===== src/hw/rtl/shb_pkg.sv =====
`timescale 1ns / 1ps

package shb_pkg;

  // Controller states
  typedef enum logic [2:0] {
    ST_IDLE,
    ST_ROUND,
    ST_UPDATE,
    ST_PAD,
    ST_EMIT
  } state_t;

  // Source of the byte shifted into the block register
  typedef enum logic [1:0] {
    BS_MSG,
    BS_MARK,
    BS_ZERO,
    BS_LEN
  } byte_sel_t;

  // Commands from controller to datapath
  typedef struct packed {
    logic       shift_en;
    byte_sel_t  byte_sel;
    logic       count_en;
    logic       load_vars;
    logic       round_en;
    logic [5:0] round_idx;
    logic       hash_add;
    logic       hash_init;
    logic       clear_count;
    logic [2:0] word_idx;
  } dp_cmd_t;

  // Status from datapath to controller
  typedef struct packed {
    logic [5:0] fill;
  } dp_stat_t;

  localparam logic [7:0] PAD_MARK = 8'h80;
  localparam logic [2:0] LAST_WORD_IDX = 3'd7;
  localparam logic [5:0] LAST_ROUND = 6'd63;
  localparam logic [5:0] LAST_BYTE_POS = 6'd63;
  localparam logic [5:0] LEN_START_POS = 6'd56;

  function automatic logic [31:0] init_hash(input logic [2:0] idx);
    logic [31:0] r;
    unique case (idx)
      3'd0: r = 32'h6a09e667;
      3'd1: r = 32'hbb67ae85;
      3'd2: r = 32'h3c6ef372;
      3'd3: r = 32'ha54ff53a;
      3'd4: r = 32'h510e527f;
      3'd5: r = 32'h9b05688c;
      3'd6: r = 32'h1f83d9ab;
      default: r = 32'h5be0cd19;
    endcase
    return r;
  endfunction

  function automatic logic [31:0] round_k(input logic [5:0] idx);
    logic [31:0] r;
    unique case (idx)
      6'd0:  r = 32'h428a2f98; 6'd1:  r = 32'h71374491;
      6'd2:  r = 32'hb5c0fbcf; 6'd3:  r = 32'he9b5dba5;
      6'd4:  r = 32'h3956c25b; 6'd5:  r = 32'h59f111f1;
      6'd6:  r = 32'h923f82a4; 6'd7:  r = 32'hab1c5ed5;
      6'd8:  r = 32'hd807aa98; 6'd9:  r = 32'h12835b01;
      6'd10: r = 32'h243185be; 6'd11: r = 32'h550c7dc3;
      6'd12: r = 32'h72be5d74; 6'd13: r = 32'h80deb1fe;
      6'd14: r = 32'h9bdc06a7; 6'd15: r = 32'hc19bf174;
      6'd16: r = 32'he49b69c1; 6'd17: r = 32'hefbe4786;
      6'd18: r = 32'h0fc19dc6; 6'd19: r = 32'h240ca1cc;
      6'd20: r = 32'h2de92c6f; 6'd21: r = 32'h4a7484aa;
      6'd22: r = 32'h5cb0a9dc; 6'd23: r = 32'h76f988da;
      6'd24: r = 32'h983e5152; 6'd25: r = 32'ha831c66d;
      6'd26: r = 32'hb00327c8; 6'd27: r = 32'hbf597fc7;
      6'd28: r = 32'hc6e00bf3; 6'd29: r = 32'hd5a79147;
      6'd30: r = 32'h06ca6351; 6'd31: r = 32'h14292967;
      6'd32: r = 32'h27b70a85; 6'd33: r = 32'h2e1b2138;
      6'd34: r = 32'h4d2c6dfc; 6'd35: r = 32'h53380d13;
      6'd36: r = 32'h650a7354; 6'd37: r = 32'h766a0abb;
      6'd38: r = 32'h81c2c92e; 6'd39: r = 32'h92722c85;
      6'd40: r = 32'ha2bfe8a1; 6'd41: r = 32'ha81a664b;
      6'd42: r = 32'hc24b8b70; 6'd43: r = 32'hc76c51a3;
      6'd44: r = 32'hd192e819; 6'd45: r = 32'hd6990624;
      6'd46: r = 32'hf40e3585; 6'd47: r = 32'h106aa070;
      6'd48: r = 32'h19a4c116; 6'd49: r = 32'h1e376c08;
      6'd50: r = 32'h2748774c; 6'd51: r = 32'h34b0bcb5;
      6'd52: r = 32'h391c0cb3; 6'd53: r = 32'h4ed8aa4a;
      6'd54: r = 32'h5b9cca4f; 6'd55: r = 32'h682e6ff3;
      6'd56: r = 32'h748f82ee; 6'd57: r = 32'h78a5636f;
      6'd58: r = 32'h84c87814; 6'd59: r = 32'h8cc70208;
      6'd60: r = 32'h90befffa; 6'd61: r = 32'ha4506ceb;
      6'd62: r = 32'hbef9a3f7;
      default: r = 32'hc67178f2;
    endcase
    return r;
  endfunction

endpackage


===== src/hw/rtl/shb_in_if.sv =====
`timescale 1ns / 1ps

interface shb_in_if;
  logic       valid;
  logic       ready;
  logic [7:0] data_byte;
  logic       byte_present;
  logic       end_of_message;

  modport source(output valid, output data_byte, output byte_present,
                 output end_of_message, input ready);
  modport sink(input valid, input data_byte, input byte_present,
               input end_of_message, output ready);
endinterface


===== src/hw/rtl/shb_out_if.sv =====
`timescale 1ns / 1ps

interface shb_out_if;
  logic        valid;
  logic        ready;
  logic [31:0] digest_word;
  logic [2:0]  word_index;
  logic        last_word;

  modport source(output valid, output digest_word, output word_index,
                 output last_word, input ready);
  modport sink(input valid, input digest_word, input word_index,
               input last_word, output ready);
endinterface


===== src/hw/rtl/shb_ctrl.sv =====
`timescale 1ns / 1ps

module shb_ctrl (
  input  logic              clk,
  input  logic              rst,
  input  logic              in_valid,
  input  logic              in_present,
  input  logic              in_end,
  output logic              in_ready,
  output logic              out_valid,
  input  logic              out_ready,
  output logic              out_last,
  input  shb_pkg::dp_stat_t stat,
  output shb_pkg::dp_cmd_t  cmd
);

  shb_pkg::state_t state;
  shb_pkg::state_t state_next;
  logic [5:0] round;
  logic [2:0] word_idx;
  logic       pend_end;   // message ended on a full block, padding still due
  logic       mark_done;  // 0x80 marker already shifted in
  logic       len_ok;     // current padding block carries the length

  logic in_fire;
  logic out_fire;
  logic fill_last;

  assign in_fire   = in_valid && in_ready;
  assign out_fire  = out_valid && out_ready;
  assign fill_last = (stat.fill == shb_pkg::LAST_BYTE_POS);

  always_comb begin
    state_next = state;
    unique case (state)
      shb_pkg::ST_IDLE: begin
        if (in_fire) begin
          priority if (in_present && fill_last) state_next = shb_pkg::ST_ROUND;
          else if (in_end) state_next = shb_pkg::ST_PAD;
          else state_next = shb_pkg::ST_IDLE;
        end
      end
      shb_pkg::ST_ROUND: begin
        if (round == shb_pkg::LAST_ROUND) state_next = shb_pkg::ST_UPDATE;
      end
      shb_pkg::ST_UPDATE: begin
        priority if (mark_done && len_ok) state_next = shb_pkg::ST_EMIT;
        else if (mark_done || pend_end) state_next = shb_pkg::ST_PAD;
        else state_next = shb_pkg::ST_IDLE;
      end
      shb_pkg::ST_PAD: begin
        if (fill_last) state_next = shb_pkg::ST_ROUND;
      end
      shb_pkg::ST_EMIT: begin
        if (out_fire && word_idx == shb_pkg::LAST_WORD_IDX) state_next = shb_pkg::ST_IDLE;
      end
      default: state_next = shb_pkg::ST_IDLE;
    endcase
  end

  always_ff @(posedge clk) begin
    if (rst) begin
      state     <= shb_pkg::ST_IDLE;
      round     <= '0;
      word_idx  <= '0;
      pend_end  <= 1'b0;
      mark_done <= 1'b0;
      len_ok    <= 1'b0;
    end else begin
      state <= state_next;
      round <= (state == shb_pkg::ST_ROUND) ? round + 6'd1 : '0;
      if (state == shb_pkg::ST_IDLE && in_fire) pend_end <= in_end;
      if (state == shb_pkg::ST_PAD) begin
        pend_end <= 1'b0;
        if (!mark_done) begin
          mark_done <= 1'b1;
          len_ok    <= (stat.fill < shb_pkg::LEN_START_POS);
        end
      end
      if (state == shb_pkg::ST_UPDATE && mark_done) len_ok <= 1'b1;
      if (state == shb_pkg::ST_EMIT && out_fire) begin
        word_idx <= word_idx + 3'd1;
        if (word_idx == shb_pkg::LAST_WORD_IDX) begin
          mark_done <= 1'b0;
          len_ok    <= 1'b0;
        end
      end
    end
  end

  always_comb begin
    cmd           = '0;
    cmd.byte_sel  = shb_pkg::BS_MSG;
    cmd.round_idx = round;
    cmd.word_idx  = word_idx;
    in_ready      = 1'b0;
    out_valid     = 1'b0;
    out_last      = (word_idx == shb_pkg::LAST_WORD_IDX);
    unique case (state)
      shb_pkg::ST_IDLE: begin
        in_ready      = 1'b1;
        cmd.shift_en  = in_fire && in_present;
        cmd.count_en  = in_fire && in_present;
        cmd.load_vars = in_fire && in_present && fill_last;
      end
      shb_pkg::ST_ROUND: begin
        cmd.round_en = 1'b1;
      end
      shb_pkg::ST_UPDATE: begin
        cmd.hash_add = 1'b1;
      end
      shb_pkg::ST_PAD: begin
        cmd.shift_en  = 1'b1;
        cmd.load_vars = fill_last;
        priority if (!mark_done) cmd.byte_sel = shb_pkg::BS_MARK;
        else if (len_ok && stat.fill >= shb_pkg::LEN_START_POS)
          cmd.byte_sel = shb_pkg::BS_LEN;
        else cmd.byte_sel = shb_pkg::BS_ZERO;
      end
      shb_pkg::ST_EMIT: begin
        out_valid       = 1'b1;
        cmd.hash_init   = out_fire && word_idx == shb_pkg::LAST_WORD_IDX;
        cmd.clear_count = out_fire && word_idx == shb_pkg::LAST_WORD_IDX;
      end
      default: ;
    endcase
  end

endmodule


===== src/hw/rtl/shb_datapath.sv =====
`timescale 1ns / 1ps

module shb_datapath (
  input  logic              clk,
  input  logic              rst,
  input  logic [7:0]        data_byte,
  input  shb_pkg::dp_cmd_t  cmd,
  output shb_pkg::dp_stat_t stat,
  output logic [31:0]       digest_word
);

  function automatic logic [31:0] big_s0(input logic [31:0] x);
    return {x[1:0], x[31:2]} ^ {x[12:0], x[31:13]} ^ {x[21:0], x[31:22]};
  endfunction

  function automatic logic [31:0] big_s1(input logic [31:0] x);
    return {x[5:0], x[31:6]} ^ {x[10:0], x[31:11]} ^ {x[24:0], x[31:25]};
  endfunction

  function automatic logic [31:0] small_s0(input logic [31:0] x);
    return {x[6:0], x[31:7]} ^ {x[17:0], x[31:18]} ^ {3'b000, x[31:3]};
  endfunction

  function automatic logic [31:0] small_s1(input logic [31:0] x);
    return {x[16:0], x[31:17]} ^ {x[18:0], x[31:19]} ^ {10'b0, x[31:10]};
  endfunction

  // Block and schedule share one shift line; word 15 is the oldest.
  logic [15:0][31:0] win;
  logic [31:0] hash [8];
  logic [31:0] v    [8];
  logic [5:0]  fill;
  logic [63:0] bit_count;

  logic [7:0]  shift_byte;
  logic [31:0] w_next;
  logic [31:0] t1;
  logic [31:0] t2;

  assign stat.fill   = fill;
  assign digest_word = hash[cmd.word_idx];

  always_comb begin
    unique case (cmd.byte_sel)
      shb_pkg::BS_MSG:  shift_byte = data_byte;
      shb_pkg::BS_MARK: shift_byte = shb_pkg::PAD_MARK;
      shb_pkg::BS_LEN:  shift_byte = bit_count[{~fill[2:0], 3'b000} +: 8];
      default:          shift_byte = 8'h00;
    endcase
  end

  assign w_next = small_s1(win[1]) + win[6] + small_s0(win[14]) + win[15];
  assign t1 = v[7] + big_s1(v[4]) + ((v[4] & v[5]) ^ (~v[4] & v[6]))
            + shb_pkg::round_k(cmd.round_idx) + win[15];
  assign t2 = big_s0(v[0]) + ((v[0] & v[1]) ^ (v[0] & v[2]) ^ (v[1] & v[2]));

  // Advance one byte into the line, or one schedule word per round.
  always_ff @(posedge clk) begin
    if (cmd.shift_en) win <= {win[15][23:0], win[14:0], shift_byte};
    else if (cmd.round_en) win <= {win[14:0], w_next};
  end

  always_ff @(posedge clk) begin
    if (cmd.load_vars) begin
      for (int i = 0; i < 8; i++) v[i] <= hash[i];
    end else if (cmd.round_en) begin
      v[7] <= v[6];
      v[6] <= v[5];
      v[5] <= v[4];
      v[4] <= v[3] + t1;
      v[3] <= v[2];
      v[2] <= v[1];
      v[1] <= v[0];
      v[0] <= t1 + t2;
    end
  end

  always_ff @(posedge clk) begin
    if (rst) begin
      fill      <= '0;
      bit_count <= '0;
      for (int i = 0; i < 8; i++) hash[i] <= shb_pkg::init_hash(3'(i));
    end else begin
      if (cmd.shift_en) fill <= fill + 6'd1;
      if (cmd.clear_count) bit_count <= '0;
      else if (cmd.count_en) bit_count <= bit_count + 64'd8;
      if (cmd.hash_init) begin
        for (int i = 0; i < 8; i++) hash[i] <= shb_pkg::init_hash(3'(i));
      end else if (cmd.hash_add) begin
        for (int i = 0; i < 8; i++) hash[i] <= hash[i] + v[i];
      end
    end
  end

endmodule


===== src/hw/rtl/sha256_byte_stream_hasher_unit.sv =====
`timescale 1ns / 1ps
// A byte that does not fill a block is taken without a stall; a byte that fills one holds
// the input through the 64 rounds, one per cycle, and the hash add.
// End of message: the padding bytes, one or two compressions, then eight digest
// words, one per cycle while the sink is ready.
// Input: the one shared round unit stalls input while each block is compressed.
// Reset (rst, synchronous): hash to initial values, fill and bit count to zero, idle.
module sha256_byte_stream_hasher_unit (
  input  logic       clk,
  input  logic       rst,
  shb_in_if.sink     msg,
  shb_out_if.source  digest
);

  // Command and status between the sequencer and the round datapath.
  shb_pkg::dp_cmd_t  cmd;
  shb_pkg::dp_stat_t stat;
  logic              out_last;

  // Sequencer: takes one request at a time in idle, walks the 64 rounds,
  // pads the final block(s) and presents the eight digest words.
  shb_ctrl u_ctrl (
    .clk        (clk),
    .rst        (rst),
    .in_valid   (msg.valid),
    .in_present (msg.byte_present),
    .in_end     (msg.end_of_message),
    .in_ready   (msg.ready),
    .out_valid  (digest.valid),
    .out_ready  (digest.ready),
    .out_last   (out_last),
    .stat       (stat),
    .cmd        (cmd)
  );

  // Datapath: 512-bit block/schedule shift line, working variables, hash
  // state, fill position and the 64-bit message bit count.
  shb_datapath u_dp (
    .clk         (clk),
    .rst         (rst),
    .data_byte   (msg.data_byte),
    .cmd         (cmd),
    .stat        (stat),
    .digest_word (digest.digest_word)
  );

  // Word index and last flag come straight from the sequencer's counter.
  assign digest.word_index = cmd.word_idx;
  assign digest.last_word  = out_last;

  // Input is never taken while a digest word is on offer.
  a_no_overlap: assert property (@(posedge clk) disable iff (rst)
    !(msg.ready && digest.valid))
    else $error("request accepted while digest pending");

  // After the final word goes out the hasher is ready for a new message.
  a_ready_after_last: assert property (@(posedge clk) disable iff (rst)
    (digest.valid && digest.ready && digest.last_word) |=> msg.ready)
    else $error("not idle after last digest word");

  // Digest words advance one index at a time without a gap.
  a_word_advance: assert property (@(posedge clk) disable iff (rst)
    (digest.valid && digest.ready && !digest.last_word) |=>
      (digest.valid && digest.word_index == $past(digest.word_index) + 3'd1))
    else $error("digest word index skipped");

endmodule


===== src/flat_wrapper.sv =====
// flat-port wrapper written by rule: the top's interface ports become plain ports
module sha256_byte_stream_hasher_unit_flat 
  (clk, rst, msg_valid, msg_data_byte, msg_byte_present, msg_end_of_message, msg_ready, digest_valid, digest_digest_word, digest_word_index, digest_last_word, digest_ready);
  shb_in_if msg_i ();
  shb_out_if digest_i ();
  input  logic clk;
  input  logic rst;
  input wire logic [$bits(msg_i.valid)-1:0] msg_valid;
  input wire logic [$bits(msg_i.data_byte)-1:0] msg_data_byte;
  input wire logic [$bits(msg_i.byte_present)-1:0] msg_byte_present;
  input wire logic [$bits(msg_i.end_of_message)-1:0] msg_end_of_message;
  output wire logic [$bits(msg_i.ready)-1:0] msg_ready;
  output wire logic [$bits(digest_i.valid)-1:0] digest_valid;
  output wire logic [$bits(digest_i.digest_word)-1:0] digest_digest_word;
  output wire logic [$bits(digest_i.word_index)-1:0] digest_word_index;
  output wire logic [$bits(digest_i.last_word)-1:0] digest_last_word;
  input wire logic [$bits(digest_i.ready)-1:0] digest_ready;
  assign msg_i.valid = msg_valid;
  assign msg_i.data_byte = msg_data_byte;
  assign msg_i.byte_present = msg_byte_present;
  assign msg_i.end_of_message = msg_end_of_message;
  assign msg_ready = msg_i.ready;
  assign digest_valid = digest_i.valid;
  assign digest_digest_word = digest_i.digest_word;
  assign digest_word_index = digest_i.word_index;
  assign digest_last_word = digest_i.last_word;
  assign digest_i.ready = digest_ready;
  sha256_byte_stream_hasher_unit u_core (.clk(clk), .rst(rst), .msg(msg_i), .digest(digest_i));
endmodule

===== config.mk =====
export PLATFORM = sky130hd
export DESIGN_NAME = sha256_byte_stream_hasher_unit_flat
export DESIGN_NICKNAME = d
export VERILOG_FILES = /design/src/hw/rtl/shb_pkg.sv /design/src/hw/rtl/shb_in_if.sv /design/src/hw/rtl/shb_out_if.sv /design/src/hw/rtl/shb_ctrl.sv /design/src/hw/rtl/shb_datapath.sv /design/src/hw/rtl/sha256_byte_stream_hasher_unit.sv /design/src/flat_wrapper.sv
export SDC_FILE = /design/constraint.sdc
export NUM_CORES = 2
export LEC_CHECK = 0
export BUFFER_PORTS_ARGS = -buffer_cell sky130_fd_sc_hd__buf_2
export CORE_MARGIN = 5
export CORE_UTILIZATION = 40
export CTS_CLUSTER_SIZE = 14
export DETAILED_ROUTE_END_ITERATION = 16
export PLACE_DENSITY = 0.67
export RECOVER_POWER = 50
export SETUP_SLACK_MARGIN = 0.5
export SKIP_CTS_REPAIR_TIMING = 1
export SLEW_MARGIN = 10
export SYNTH_ARGS = -nofsm -noshare
export SYNTH_HDL_FRONTEND = slang
export SYNTH_SLANG_ARGS = --single-unit

===== constraint.sdc =====
create_clock -name clk -period 21.2 [get_ports clk]
set_input_delay 4.24 -clock clk [delete_from_list [all_inputs] [get_ports clk]]
set_output_delay 4.24 -clock clk [all_outputs]
set_load 0.02 [all_outputs]

==> reports/metrics.cfg <==
[synth]
synth.cell_area_mm2=0.0754
ys_ff_latch=1141
ys_warn_count=0
synth_cell_type_count=94
yosys.area.top_type_share_pct=39.5
synth_edf_count=992
synth.top_cells.by_area=edfxtp_1, nand2_1, ha_1
syn_area_per_cell_um2=9.31
syn_nets=8702
ys.flop_type=edfxtp_1
yosysSeqAreaShare_pct=43.5
postSynthCellCount=8099
async_flop_share_pct=0
synth_top_area_cell=edfxtp_1

[floorplanning]
die_w_um=444
fp-row-count=159
die_y_um=444
io_pins=52
start_util_pct=40.2
core-area_mm2=0.188
dieArea_mm2=0.197

[setup_path]
crit_arrival_ns=14.48
cp_max_fo=237
ff2ff_setup_slack_ns=9.68
r2r_start=u_core.u_ctrl.state[2]
rr_endpoint=u_core.u_dp.v[0][84]
critPathCaptureType=flop
cp-startpoint=msg_valid
crit_type=primary input to flop
crit_required_ns=21.79
reg2reg_depth=5
crit_end=u_core.u_dp.win[245]
startpoint_type=primary input

[cells_and_area]
final_nets=8503
final_common_cell=nand2_1
final_cell_mix=nand2_1, edfxtp_1, nor2_1
syn_to_final_growth_pct=8.59
final_core_util_pct=43.6
drive_gt1_share_pct=5.47

[global_routing]
grt_pass1_vias=57233
grt_overflow=0
grt_antenna_before_repair=6
grtUsageTotal_pct=23.2
grt_pass1_wl_mm=354
grt_max_degree=256

[detailed_routing]
drcViolationCount=0
drt-vias-per-instance=5.66
num_vias=59447
wl_per_cell_um=22.5
drt_wl_total_mm=236
first_pass_iters=9
antenna_left=0
detailedRoute.firstIterationViolations=6625

[clock_tree]
clkTransAtPathRegs_ns=0.06
tritoncts=done
cts_max_level=4
cts.sinks=1141
numCtsBuffers=132
cts-root-buf=clkbuf_16
worstSkewPairLatency_ns=0.79
cts_buffer_depth=3

[sta]
slew_violations=1737
hold_violations=0
tns_ns=0
fin_skew_ns=0.0411
min_period_over_period_pct=65.6
worst_pin_slew_ns=10.10
setup_ws_ns=7.30
rsz0062_at_grt=no
min_period_ns=13.90
setup_violations=0
max-slew-margin-rel_pct=-573
fmax_ghz=0.0719

[status]
status=complete, but fails checks
violations=max-capacitance violations, max-slew violations

[place]
place_ws_ns=12.82
port_buffers=51
place.gp.congestion=0.994
hpwl_mm=173

[min_path]
hold_path_class=flop to flop

[run]
maxCapViolCount=24

[per-layer routing]
metal | track usage (%) | share of wire (%) | routed length (um) | up-vias
li1 | - | - | - | 27459
met1 | 30.8 | 41 | 96900 | 28960
met2 | 37.1 | 46 | 108000 | 2521
met3 | 3.78 | 7.6 | 17900 | 505
met4 | 11.2 | 5.7 | 13400 | 2
met5 | 0 | 0.0055 | 13 | -
[flip-flops by register name, summed over array words and instances (netlist names), named ones only]
signal	flops
u_core.u_ctrl.len_ok	1
u_core.u_ctrl.mark_done	1
u_core.u_ctrl.pend_end	1
u_core.u_ctrl.round	6
u_core.u_ctrl.state	3
u_core.u_ctrl.word_idx	3
u_core.u_dp.bit_count	61
u_core.u_dp.hash	256
u_core.u_dp.stat	6
u_core.u_dp.v	256
u_core.u_dp.win	512
[through the flow]
| stage | hold slack [ns] | area, um2 | instances |
|---|---|---|---|
| 6_report | 0.499 | 81800 | 10504 |
| 4_1_cts | 0.499 | 82000 | 10502 |
| 2_1_floorplan | 0.456 | 75400 | 8099 |
| 5_1_grt | 0.519 | 81800 | 10502 |
| 3_3_place_gp | 0.468 | 77700 | 10261 |
| 3_5_place_dp | 0.488 | 77700 | 10261 |
[final cells by class]
class / count / area (um2)
inverters: 334 / 1250
clock inverters: 66 / 737
well taps: 2495 / 3120
flip-flops and latches: 1141 / 32800
repair buffers: 105 / 613
multi-input cells: 6186 / 39700
diodes: 2 / 5.00
fillers: 17896 / 106000
clock buffers: 175 / 3600
[critical path, cell delays in order]
cell and delay, ns:
clkbuf_1 0.11, nand3_1 0.14, a21o_4 0.59, clkbuf_1 6.94, nand2_1 1.76, nand2_1 0.39
[cell families after synthesis]
kind of cell | share of synthesized area (%)
xor+xnor | 6.98
simple gates | 18.6
flops | 43.5
buf+inv | 3.87
fa+ha+maj | 11.8
mux | 3.56
compound gates | 11.7
[synth_stat cells (54+ instances only)]
| library cell | number |
|---|---|
| nor2b_1 | 57 |
| nor3_1 | 74 |
| ha_1 | 394 |
| clkbuf_1 | 403 |
| xor2_1 | 229 |
| nand2b_1 | 66 |
| nor2_1 | 417 |
| mux4_2 | 78 |
| xnor2_1 | 369 |
| o21a_1 | 54 |
| edfxtp_1 | 992 |
| a21oi_1 | 395 |
| nand2_1 | 2491 |
| fa_1 | 195 |
| dfxtp_1 | 149 |
| or3_1 | 59 |
| inv_1 | 330 |
| nand3_1 | 102 |
| o21ai_0 | 380 |
| a21o_1 | 184 |
[how the worst min path moves through the flow]
| stage | start | endpoint | slack, ns | cells past startpoint |
|---|---|---|---|---|
| global route | u_core.u_dp.hash[0][21] | u_core.u_dp.hash[0][21] | 0.52 | 2 |
| floorplan | u_core.u_dp.hash[0][31] | u_core.u_dp.hash[0][31] | 0.46 | 2 |
| detailed placement | u_core.u_dp.bit_count[31] | u_core.u_dp.bit_count[31] | 0.49 | 2 |
| CTS | u_core.u_dp.bit_count[31] | u_core.u_dp.bit_count[31] | 0.50 | 2 |
| global placement | u_core.u_dp.stat[5] | u_core.u_dp.stat[5] | 0.47 | 2 |
| finish | u_core.u_dp.bit_count[31] | u_core.u_dp.bit_count[31] | 0.50 | 2 |
Power is not shown: default switching activity piles up to over one toggle a cycle in this logic, so the estimate is an artifact.
